$ cat config.mk
export PLATFORM = sky130hd
export DESIGN_NAME = minmax_contrast_stretch_16_top
export DESIGN_NICKNAME = d
export VERILOG_FILES = /design/src/rtl/mmcs_pkg.sv /design/src/rtl/mmcs_queue.sv /design/src/rtl/mmcs_front.sv /design/src/rtl/mmcs_back.sv /design/src/rtl/minmax_contrast_stretch_16_top.sv
export SDC_FILE = /design/constraint.sdc
export NUM_CORES = 1
export LEC_CHECK = 0
export BUFFER_PORTS_ARGS = -buffer_cell sky130_fd_sc_hd__clkbuf_2
export CORE_AREA = 2 2 166 168
export DETAILED_ROUTE_END_ITERATION = 10
export DIE_AREA = 0 0 168 170
export PLACE_DENSITY = 0.87
export SLEW_MARGIN = 30
export SYNTH_ARGS = -nofsm -noshare
export SYNTH_HDL_FRONTEND = slang
export SYNTH_SLANG_ARGS = --single-unit
$ cat constraint.sdc
create_clock -name clk -period 21 [get_ports clk]
set_clock_uncertainty 0.2 [all_clocks]
set_input_delay 4.2 -clock clk [delete_from_list [all_inputs] [get_ports clk]]
set_output_delay 4.2 -clock clk [all_outputs]
set_load 0.02 [all_outputs]
$ cat src/rtl/mmcs_pkg.sv
package mmcs_pkg;

	// active pixel width; the pixel field itself is always PIX_W bits
	localparam int PIXEL_BITS = 16;
	localparam int PIX_W      = 16;

	// front/back queue
	localparam int QDEPTH = 4;
	localparam int QPTR_W = $clog2(QDEPTH);

	// divider step counter
	localparam int CNT_W = $clog2(PIXEL_BITS);

	localparam logic KIND_MEASURE = 1'b0;
	localparam logic KIND_SCALE   = 1'b1;

	typedef struct packed {
		logic             kind;
		logic [PIX_W-1:0] pixel;
		logic             last;
	} in_item_t;

	typedef struct packed {
		logic [PIX_W-1:0] scaled;
		logic             last_out;
		logic             flat_range;
	} out_item_t;

	typedef enum logic {
		OP_LATCH,
		OP_SCALE
	} op_t;

	// OP_LATCH: a = min, b = max. OP_SCALE: a = pixel, b unused.
	typedef struct packed {
		op_t                   op;
		logic [PIXEL_BITS-1:0] a;
		logic [PIXEL_BITS-1:0] b;
		logic                  last;
	} q_entry_t;

	typedef struct packed {
		logic full;
		logic empty;
	} q_stat_t;

	typedef enum logic {
		BK_IDLE,
		BK_DIV
	} back_state_t;

	typedef struct packed {
		logic dividing;
	} back_stat_t;

endpackage

$ cat src/rtl/mmcs_queue.sv
module mmcs_queue (
	input  logic               clk,
	input  logic               arst_n,
	input  logic               push,
	input  mmcs_pkg::q_entry_t wr_entry,
	input  logic               pop,
	output mmcs_pkg::q_entry_t rd_entry,
	output mmcs_pkg::q_stat_t  stat
);
	import mmcs_pkg::*;

	q_entry_t          mem_q [QDEPTH];
	logic [QPTR_W-1:0] wr_ptr_q;
	logic [QPTR_W-1:0] rd_ptr_q;
	logic [QPTR_W:0]   cnt_q;

	assign stat.full  = (cnt_q == (QPTR_W+1)'(QDEPTH));
	assign stat.empty = (cnt_q == '0);
	assign rd_entry   = mem_q[rd_ptr_q];

	always_ff @(posedge clk) begin
		if (push) begin
			mem_q[wr_ptr_q] <= wr_entry;
		end
	end

	always_ff @(posedge clk or negedge arst_n) begin
		if (!arst_n) begin
			wr_ptr_q <= '0;
			rd_ptr_q <= '0;
			cnt_q    <= '0;
		end else begin
			if (push) begin
				wr_ptr_q <= wr_ptr_q + 1'b1;
			end
			if (pop) begin
				rd_ptr_q <= rd_ptr_q + 1'b1;
			end
			case ({push, pop})
				2'b10:   cnt_q <= cnt_q + 1'b1;
				2'b01:   cnt_q <= cnt_q - 1'b1;
				default: cnt_q <= cnt_q;
			endcase
		end
	end

endmodule

$ cat src/rtl/mmcs_front.sv
module mmcs_front (
	input  logic               clk,
	input  logic               arst_n,
	input  logic               start,
	input  mmcs_pkg::in_item_t item,
	input  mmcs_pkg::q_stat_t  q_stat,
	output logic               busy,
	output logic               push,
	output mmcs_pkg::q_entry_t entry
);
	import mmcs_pkg::*;

	logic [PIXEL_BITS-1:0] running_min_q;
	logic [PIXEL_BITS-1:0] running_max_q;
	logic [PIXEL_BITS-1:0] p;
	logic [PIXEL_BITS-1:0] lo;
	logic [PIXEL_BITS-1:0] hi;
	logic                  accept;

	assign busy   = q_stat.full;
	assign accept = start && !busy;
	assign p      = item.pixel[PIXEL_BITS-1:0];
	assign lo     = (p <= running_min_q) ? p : running_min_q;
	assign hi     = (p >= running_max_q) ? p : running_max_q;

	// measure beats only go to the queue when they close a frame
	assign push = accept && ((item.kind == KIND_SCALE) || item.last);

	always_comb begin
		entry.last = item.last;
		if (item.kind == KIND_SCALE) begin
			entry.op = OP_SCALE;
			entry.a  = p;
			entry.b  = '0;
		end else begin
			entry.op = OP_LATCH;
			entry.a  = lo;
			entry.b  = hi;
		end
	end

	always_ff @(posedge clk or negedge arst_n) begin
		if (!arst_n) begin
			running_min_q <= '1;
			running_max_q <= '0;
		end else if (accept && (item.kind == KIND_MEASURE)) begin
			if (item.last) begin
				running_min_q <= '1;
				running_max_q <= '0;
			end else begin
				running_min_q <= lo;
				running_max_q <= hi;
			end
		end
	end

endmodule

$ cat src/rtl/mmcs_back.sv
module mmcs_back (
	input  logic                clk,
	input  logic                arst_n,
	input  mmcs_pkg::q_entry_t  entry,
	input  mmcs_pkg::q_stat_t   q_stat,
	output logic                pop,
	output mmcs_pkg::out_item_t result,
	output logic                done,
	output mmcs_pkg::back_stat_t stat
);
	import mmcs_pkg::*;

	localparam int PB = PIXEL_BITS;

	back_state_t   state_q, state_d;
	logic [PB-1:0] frame_min_q, frame_min_d;
	logic [PB-1:0] frame_max_q, frame_max_d;
	logic [PB-1:0] rem_q, rem_d;
	logic [PB-1:0] quo_q, quo_d;
	logic [PB-1:0] span_q, span_d;
	logic [CNT_W-1:0] cnt_q, cnt_d;
	logic          last_q, last_d;
	out_item_t     out_q, out_d;
	logic          done_q, done_d;

	logic [PB-1:0]   diff;
	logic [2*PB-1:0] num;
	logic [PB:0]     shifted;
	logic [PB:0]     trial;

	assign pop           = !q_stat.empty && (state_q == BK_IDLE);
	assign result        = out_q;
	assign done          = done_q;
	assign stat.dividing = (state_q == BK_DIV);

	// FULL*d = (d << PB) - d; the top half is below span so PB quotient bits suffice
	assign diff    = entry.a - frame_min_q;
	assign num     = {diff, {PB{1'b0}}} - {{PB{1'b0}}, diff};
	assign shifted = {rem_q, quo_q[PB-1]};
	assign trial   = shifted - {1'b0, span_q};

	always_comb begin
		state_d     = state_q;
		frame_min_d = frame_min_q;
		frame_max_d = frame_max_q;
		rem_d       = rem_q;
		quo_d       = quo_q;
		span_d      = span_q;
		cnt_d       = cnt_q;
		last_d      = last_q;
		out_d       = out_q;
		done_d      = 1'b0;
		unique case (state_q)
			BK_IDLE: begin
				if (pop) begin
					if (entry.op == OP_LATCH) begin
						frame_min_d = entry.a;
						frame_max_d = entry.b;
					end else if (frame_max_q <= frame_min_q) begin
						out_d  = '{scaled: '0, last_out: entry.last, flat_range: 1'b1};
						done_d = 1'b1;
					end else if (entry.a <= frame_min_q) begin
						out_d  = '{scaled: '0, last_out: entry.last, flat_range: 1'b0};
						done_d = 1'b1;
					end else if (entry.a >= frame_max_q) begin
						out_d  = '{scaled: PIX_W'({PB{1'b1}}), last_out: entry.last,
							flat_range: 1'b0};
						done_d = 1'b1;
					end else begin
						rem_d   = num[2*PB-1:PB];
						quo_d   = num[PB-1:0];
						span_d  = frame_max_q - frame_min_q;
						cnt_d   = CNT_W'(PB-1);
						last_d  = entry.last;
						state_d = BK_DIV;
					end
				end
			end
			BK_DIV: begin
				if (!trial[PB]) begin
					rem_d = trial[PB-1:0];
				end else begin
					rem_d = shifted[PB-1:0];
				end
				quo_d = {quo_q[PB-2:0], !trial[PB]};
				cnt_d = cnt_q - 1'b1;
				if (cnt_q == '0) begin
					out_d   = '{scaled: PIX_W'(quo_d), last_out: last_q, flat_range: 1'b0};
					done_d  = 1'b1;
					state_d = BK_IDLE;
				end
			end
			default: begin
				state_d = BK_IDLE;
			end
		endcase
	end

	always_ff @(posedge clk or negedge arst_n) begin
		if (!arst_n) begin
			state_q     <= BK_IDLE;
			frame_min_q <= '0;
			frame_max_q <= '0;
			done_q      <= 1'b0;
		end else begin
			state_q     <= state_d;
			frame_min_q <= frame_min_d;
			frame_max_q <= frame_max_d;
			done_q      <= done_d;
		end
	end

	always_ff @(posedge clk) begin
		rem_q  <= rem_d;
		quo_q  <= quo_d;
		span_q <= span_d;
		cnt_q  <= cnt_d;
		last_q <= last_d;
		out_q  <= out_d;
	end

endmodule

$ cat src/rtl/minmax_contrast_stretch_16_top.sv
// Front: one beat per cycle while busy is low; measure beats end there but for a frame's
// last, which queues a latch op. Scale beats queue (4 deep); inside the range the back end
// divides them (one quotient bit per cycle) in BK_DIV and out_q registers the result,
// else the clamped result is out in the cycle after the pop. No entry is popped mid-divide.
// The receiver cannot stall: done pulses for one cycle per result.
// arst_n clears the queue, the running pair (min all ones, max zero) and the frame range.
module minmax_contrast_stretch_16_top (
	input  logic                clk,
	input  logic                arst_n,
	input  logic                start,
	input  mmcs_pkg::in_item_t  item,
	output logic                busy,
	output mmcs_pkg::out_item_t result,
	output logic                done
);
	import mmcs_pkg::*;

	// front -> queue
	logic       push;
	q_entry_t   wr_entry;
	// queue -> back
	logic       pop;
	q_entry_t   rd_entry;
	q_stat_t    q_stat;
	back_stat_t b_stat;

	// front: accepts beats, tracks the running min/max, queues latch and scale ops
	mmcs_front u_front (
		.clk    (clk),
		.arst_n (arst_n),
		.start  (start),
		.item   (item),
		.q_stat (q_stat),
		.busy   (busy),
		.push   (push),
		.entry  (wr_entry)
	);

	// short queue keeps latch ops in order with the scale beats around them
	mmcs_queue u_queue (
		.clk      (clk),
		.arst_n   (arst_n),
		.push     (push),
		.wr_entry (wr_entry),
		.pop      (pop),
		.rd_entry (rd_entry),
		.stat     (q_stat)
	);

	// back: owns the frame range, clamps and runs the bit-serial divide
	mmcs_back u_back (
		.clk    (clk),
		.arst_n (arst_n),
		.entry  (rd_entry),
		.q_stat (q_stat),
		.pop    (pop),
		.result (result),
		.done   (done),
		.stat   (b_stat)
	);

	// a flat range always yields zero
	a_flat_zero: assert property (@(posedge clk) disable iff (!arst_n)
		(done && result.flat_range) |-> (result.scaled == '0))
		else $error("flat range gave non-zero result");

	// nothing is pushed into a full queue
	a_no_overflow: assert property (@(posedge clk) disable iff (!arst_n)
		!(push && q_stat.full))
		else $error("queue overflow");

	// no result leaves while the divider is mid-operation
	a_div_quiet: assert property (@(posedge clk) disable iff (!arst_n)
		b_stat.dividing |-> !done)
		else $error("result during divide");

	// the back end never pops while dividing
	a_no_pop_div: assert property (@(posedge clk) disable iff (!arst_n)
		b_stat.dividing |-> !pop)
		else $error("pop during divide");

endmodule

==> impl_metrics.py, run 1 <==
metrics = {
    "clock_network": {
        "clock_latency_ps": 560,
        "hold_buffers": 0,
        "cts.path.max_buffers": 3,
        "cts.sinks": 280,
        "cts_tree": "done",
        "cts_buffers": 29,
        "htree_num_levels": 1,
        "root_buffer": "clkbuf_16",
        "ctsResizeCount": 0,
        "cts_setup_buffers": 0,
        "clk_pin_slew_worst_paths_ps": 60,
    },
    "die": {
        "fp.dieW_um": 168,
        "row_count": 60,
        "io_pins": 41,
        "core_um2": 26700,
        "start_util": 0.593,
        "dieArea_um2": 28600,
        "die_h_um": 170,
    },
    "timing": {
        "period_needed_ps": 6800,
        "rsz0062_at_grt": "false",
        "finalCritPeriodShare": 0.324,
        "relSlewSlack": 0.397,
        "worst_pin_slew_ps": 903,
        "setup_viol": 0,
        "fmax_mhz": 147,
        "holdWs_ps": 319,
        "final_hold_viol_count": 0,
        "drv_slew": 0,
        "finalSetupTns_ps": 0,
    },
    "worst_setup_path": {
        "rr_endpoint": "u_back.rem_q[0]",
        "critPathBufInv": 2,
        "regToRegSetupSlack_ps": 15880,
        "crit_family": "compound AO/OA/AOI/OAI gates",
        "end_kind": "flip-flop",
        "rr_startpoint": "u_queue.rd_ptr_q[0]",
        "critPathSlowestCell": "o21a_2",
        "required_ps": 21140,
        "arrival_ps": 6940,
        "cpPeakStageDelay_ps": 630,
        "crit_chain": "clkbuf_2 -> inv_1 -> ha_1 -> nand2b_1 -> a21o_1 -> a21o_1 -> a21oi_1 -> o21bai_1 -> a221oi_1 -> o21a_2 -> o21ai_0 -> a21oi_1",
        "critical_path.max_fanout": 32,
        "cp-start-kind": "primary input",
        "path_class": "primary input to flip-flop",
        "reg2reg_depth": 14,
    },
    "logic_synthesis": {
        "synth_edf_count": 207,
        "synth_nets": 1512,
        "yosys_warnings": 0,
        "synth_top_area_share": 0.394,
        "ys.flop_type": "edfxtp_1",
        "async_reset_ff_frac": 0.261,
        "synthDistinctLibCells": 86,
        "synth_compound_area_frac": 0.153,
        "synth_top_family_by_area": "compound AO/OA/AOI/OAI gates",
        "synth_top_cell_by_area": "edfxtp_1",
        "postSynthAreaPerCell_um2": 11.4,
        "ys_ff_latch": 280,
        "syn-cell-area_um2": 15800,
        "synth-xor-area-share": 0.0243,
        "seq_area_frac_synth": 0.511,
        "synth_simple_gate_area_frac": 0.113,
        "synth_fa_ha_area_frac": 0.0875,
        "yosys-mux-area-fraction": 0.0691,
        "yosys-top-cells-area": "edfxtp_1 (39%), dfrtp_1 (9.0%), ha_1 (8.2%), mux4_2 (4.8%), o21ai_0 (2.9%)",
        "postSynthCellCount": 1383,
    },
    "detailed_routing": {
        "met2_length_um": 17700,
        "drt_iter0_markers": 1227,
        "routed_wl_um": 36100,
        "dr_total_vias": 11400,
        "viasPerCell": 6.41,
        "wl_met3_um": 2310,
        "post_drt_wl_per_cell_um": 20.4,
        "top_layer": "met4",
        "drc": 0,
        "drtAntennaViolNets": 0,
        "first_pass_iters": 6,
        "wl_met1_um": 14600,
    },
    "grt": {
        "grt_max_degree": 74,
        "grt_first_pass_wirelength_um": 58700,
        "grt_overflow_total": 0,
        "grt_pass1_vias": 11400,
        "grtUsageTotal": 0.256,
        "antenna_found_initial": 0,
    },
    "cells_and_area": {
        "diodes": 0,
        "fillerInstances": 1875,
        "drive_gt1_frac": 0.145,
        "syn_to_final_growth_pct": 10.0,
        "layout.nets": 1539,
        "final_core_util": 0.652,
        "stdcell_count": 1773,
    },
    "min_path": {
        "hold_class": "flip-flop to flip-flop",
        "worstHoldStart": "u_queue.cnt_q[0]",
        "min_path_cells": 1,
        "min_to": "u_queue.cnt_q[0]",
    },
    "job": {
        "drv_cap": 0,
    },
    "placement": {
        "port_buffers": 40,
        "dpl.cell_count": 1720,
        "dpl.hpwl_um": 23800,
        "gp_congestion": 0.859,
    },
    "run_status": {
        "outcome": "finished clean",
    },
}
-- worst max path at each step --
| stage | start | endpoint | depth (start not counted) |
|---|---|---|---|
| detailed placement | item[1] | u_queue.mem_q[0][9] | 12 |
| finish | item[1] | u_queue.mem_q[0][7] | 12 |
| global placement | item[1] | u_queue.mem_q[0][15] | 12 |
| global route | item[1] | u_queue.mem_q[0][6] | 12 |
| CTS | item[1] | u_queue.mem_q[3][13] | 12 |
| floorplan | u_queue.rd_ptr_q[0] | u_back.cnt_q[0] | 13 |
-- per-layer routing --
layer,vias up,track usage
li1,5232,-
met1,5557,0.327
met2,473,0.439
met3,100,0.0333
met4,0,0.114
met5,-,0
-- worst register-to-register path, delay by kind of cell (launching register included) --
kind,cells,cell delay (ps)
simple gates,2,340
compound gates,7,1790
flops,1,350
mux,1,680
buf+inv,3,1160
fa+ha+maj,1,240
-- stage by stage --
step,cell area (um2),setup WS [ps]
global placement,16300,13460
global route,17400,13960
detailed placement,16400,13730
floorplan,15800,13030
finish,17400,14200
CTS,17400,14230
-- cell usage after synthesis (10+ instances only) --
cell type and number:
mux4_2 34, and3_1 13, nor2b_1 17, and2_1 10, mux2_2 20, inv_1 110, nand2b_1 16, o221ai_1 16
nor3_1 23, nand2_1 114, o21ai_0 90, dfstp_2 16, a21oi_1 58, ha_1 104, nand3_1 47, nand4_1 14
o21a_1 31, mux2i_1 10, xnor2_1 32, xor2_1 10, a21o_1 28, clkbuf_1 45, o211ai_1 18, edfxtp_1 207
dfrtp_1 57, o31a_1 18, nor2_1 75, a31oi_1 21
-- kinds of logic after synthesis --
logic type      Yosys count
compound gates          353
xor+xnor                 43
fa+ha+maj               108
buf+inv                 172
flops                   280
mux                      64
simple gates            363
-- sequential cells by signal (all words and copies together), names as in the netlist --
signal	count
u_back.result	18
u_front.running_min_q	16
u_back.last_q	1
u_back.stat	1
u_back.quo_q	16
u_queue.wr_ptr_q	2
u_queue.mem_q	136
u_front.running_max_q	16
u_queue.cnt_q	3
u_back.frame_min_q	16
u_back.cnt_q	4
u_back.done	1
u_back.rem_q	16
u_back.span_q	16
u_back.frame_max_q	16
u_queue.rd_ptr_q	2
-- cells in the final DEF, fill, tap and decap left out, types with 32 or more instances in the layout --
cell type,synthesis,layout
nor2_1,75,74
o21ai_0,90,90
a21oi_1,58,57
clkbuf_2,0,39
nand2_1,114,114
edfxtp_1,207,207
ha_1,104,104
dfrtp_1,57,55
nand3_1,47,47
inv_1,110,110
mux4_2,34,34
xnor2_1,32,32
-- layout make-up --
type / count / area, um2 / area share
Sequential cell: 280 / 8070 / 0.464
Multi-Input combinational cell: 931 / 7120 / 0.410
Clock buffer: 35 / 748 / 0.0431
Clock inverter: 18 / 268 / 0.0154
Tap cell: 341 / 427 / 0.0246
Timing Repair Buffer: 57 / 334 / 0.0192
Inverter: 111 / 417 / 0.0240
Power of run 1 is not shown: default switching activity piles up to over one toggle a cycle in this logic, so the estimate is an artifact.
==> inputs of run 2 (changes only) <==
CORE_AREA = 2 2 170 172   (was 2 2 166 168)
DIE_AREA = 0 0 172 174   (was 0 0 168 170)
clock period = 5.62 ns   (was 21 ns; I/O delays follow)
==> impl_metrics.py, run 2 (synthesized netlist as in run 1, its figures left out) <==
metrics = {
    "worst_setup_path": {
        "cp-start-kind": "flip-flop",
        "crit_chain": "mux4_2 -> inv_1 -> ha_1 -> fa_1 -> nand2b_1 -> a21o_1 -> a211o_1 -> a21oi_1 -> o311a_1 -> o21ai_0 -> nand2b_1 -> nand2_1 -> o41ai_4 -> buf_4",
        "rr_startpoint": "u_queue.rd_ptr_q[0]",
        "path_class": "flip-flop to flip-flop",
        "reg2reg_depth": 14,
        "end_kind": "flip-flop",
        "regToRegSetupSlack_ps": 860,
        "critical_path.max_fanout": 36,
        "arrival_ps": 4770,
        "critPathSlowestCell": "dfrtp_2",
        "rr_endpoint": "u_back.quo_q[0]",
        "crit_top_cell": "nand2b_1",
        "required_ps": 5630,
        "cpPeakStageDelay_ps": 700,
    },
    "grt": {
        "grt_pass1_vias": 11400,
        "grtUsageTotal": 0.251,
        "use_met3": 0.0255,
        "grt_max_degree": 65,
        "grtUsageMet2": 0.439,
        "grt_first_pass_wirelength_um": 59700,
        "grt_overflow_total": 0,
        "use_met1": 0.325,
        "busiest_layer": "met2",
        "antenna_found_initial": 0,
    },
    "placement": {
        "port_buffers": 40,
        "placement.cell_area_um2": 16500,
        "dpl.hpwl_um": 25400,
        "gp_congestion": 0.911,
    },
    "cells_and_area": {
        "diodes": 0,
        "regMostFlops": "u_queue.mem_q",
        "final_common_cell": "edfxtp_1",
        "largest_register_ff_count": 136,
        "layout.nets": 1546,
        "fin_area_um2": 17400,
        "layout_common_cells": "edfxtp_1 (207), nand2_1 (114), inv_1 (110)",
        "syn_to_final_growth_pct": 10.1,
        "drive_gt1_frac": 0.147,
    },
    "timing": {
        "fmax_mhz": 210,
        "final_hold_viol_count": 0,
        "drv_slew": 0,
        "period_needed_ps": 4760,
        "worst_pin_slew_ps": 967,
        "finalSetupTns_ps": 0,
        "rsz0062_at_grt": "false",
        "relSlewSlack": 0.354,
        "finalCritPeriodShare": 0.847,
        "setup_viol": 0,
        "holdWs_ps": 308,
    },
    "min_path": {
        "min_to": "u_queue.cnt_q[2]",
        "worstHoldStart": "u_queue.cnt_q[2]",
        "min_path_cells": 1,
        "hold_class": "flip-flop to flip-flop",
    },
    "clock_network": {
        "cts_buffers": 29,
        "clock_latency_ps": 560,
        "clk_pin_slew_worst_paths_ps": 60,
        "cts.sinks": 280,
        "cts_tree": "done",
        "root_buffer": "clkbuf_16",
        "cts_setup_buffers": 0,
        "ctsResizeCount": 0,
        "hold_buffers": 0,
        "cts.path.max_buffers": 3,
        "htree_num_levels": 1,
    },
    "die": {
        "io_pins": 41,
        "start_util": 0.559,
        "dieArea_um2": 29900,
        "row_count": 62,
        "fp.dieW_um": 172,
        "die_h_um": 174,
        "core_um2": 28200,
    },
    "detailed_routing": {
        "drt_iter0_markers": 1032,
        "post_drt_wl_per_cell_um": 20.1,
        "drc": 0,
        "dr_total_vias": 11300,
        "routed_wl_um": 36700,
        "first_pass_iters": 5,
        "drtAntennaViolNets": 0,
        "viasPerCell": 6.21,
    },
    "job": {
        "drv_cap": 0,
    },
    "run_status": {
        "outcome": "finished clean",
    },
}
run 2: critical path, delay by kind of cell (launching register included):
kind	cells	cell delay, ps
fa+ha+maj	2	610
buf+inv	2	540
mux	1	330
compound gates	6	1480
simple gates	3	530
flops	1	700
run 2: how the worst max path moves through the flow:
stage	from	end	slack [ps]	cells after the start
2_1_floorplan	u_queue.rd_ptr_q[0]	u_back.cnt_q[0]	130	13
3_3_place_gp	u_queue.rd_ptr_q[0]	u_back.rem_q[0]	1010	13
3_5_place_dp	u_queue.rd_ptr_q[0]	u_back.rem_q[10]	910	11
4_1_cts	u_queue.rd_ptr_q[0]	u_back.quo_q[0]	890	13
5_1_grt	u_queue.rd_ptr_q[0]	u_back.rem_q[10]	580	11
6_report	u_queue.rd_ptr_q[0]	u_back.quo_q[0]	860	14
run 2: cell type report:
cell class / instances / area (um2)
clock buffer: 43 / 818
clock inverter: 11 / 95.1
tap: 384 / 480
inverter: 111 / 417
fill: 2167 / 10900
sequential: 280 / 8070
multi-input combinational: 931 / 7120
timing repair buffer: 64 / 383
run 2: routing by layer:
layer | up-vias | wire (um)
li1 | 5241 | -
met1 | 5636 | 15000
met2 | 371 | 18700
met3 | 88 | 1650
met4 | 0 | 1280
met5 | - | 0
run 2: through the flow:
stage	utilization	worst slack (ps)	std cells
after floorplan	-	132	1383
after global placement	0.583	1010	1770
after detailed placement	0.583	909	1770
after CTS	0.616	892	1824
after global routing	0.616	577	1824
final	0.616	857	1824
Power of run 2 is left out for the same reason.
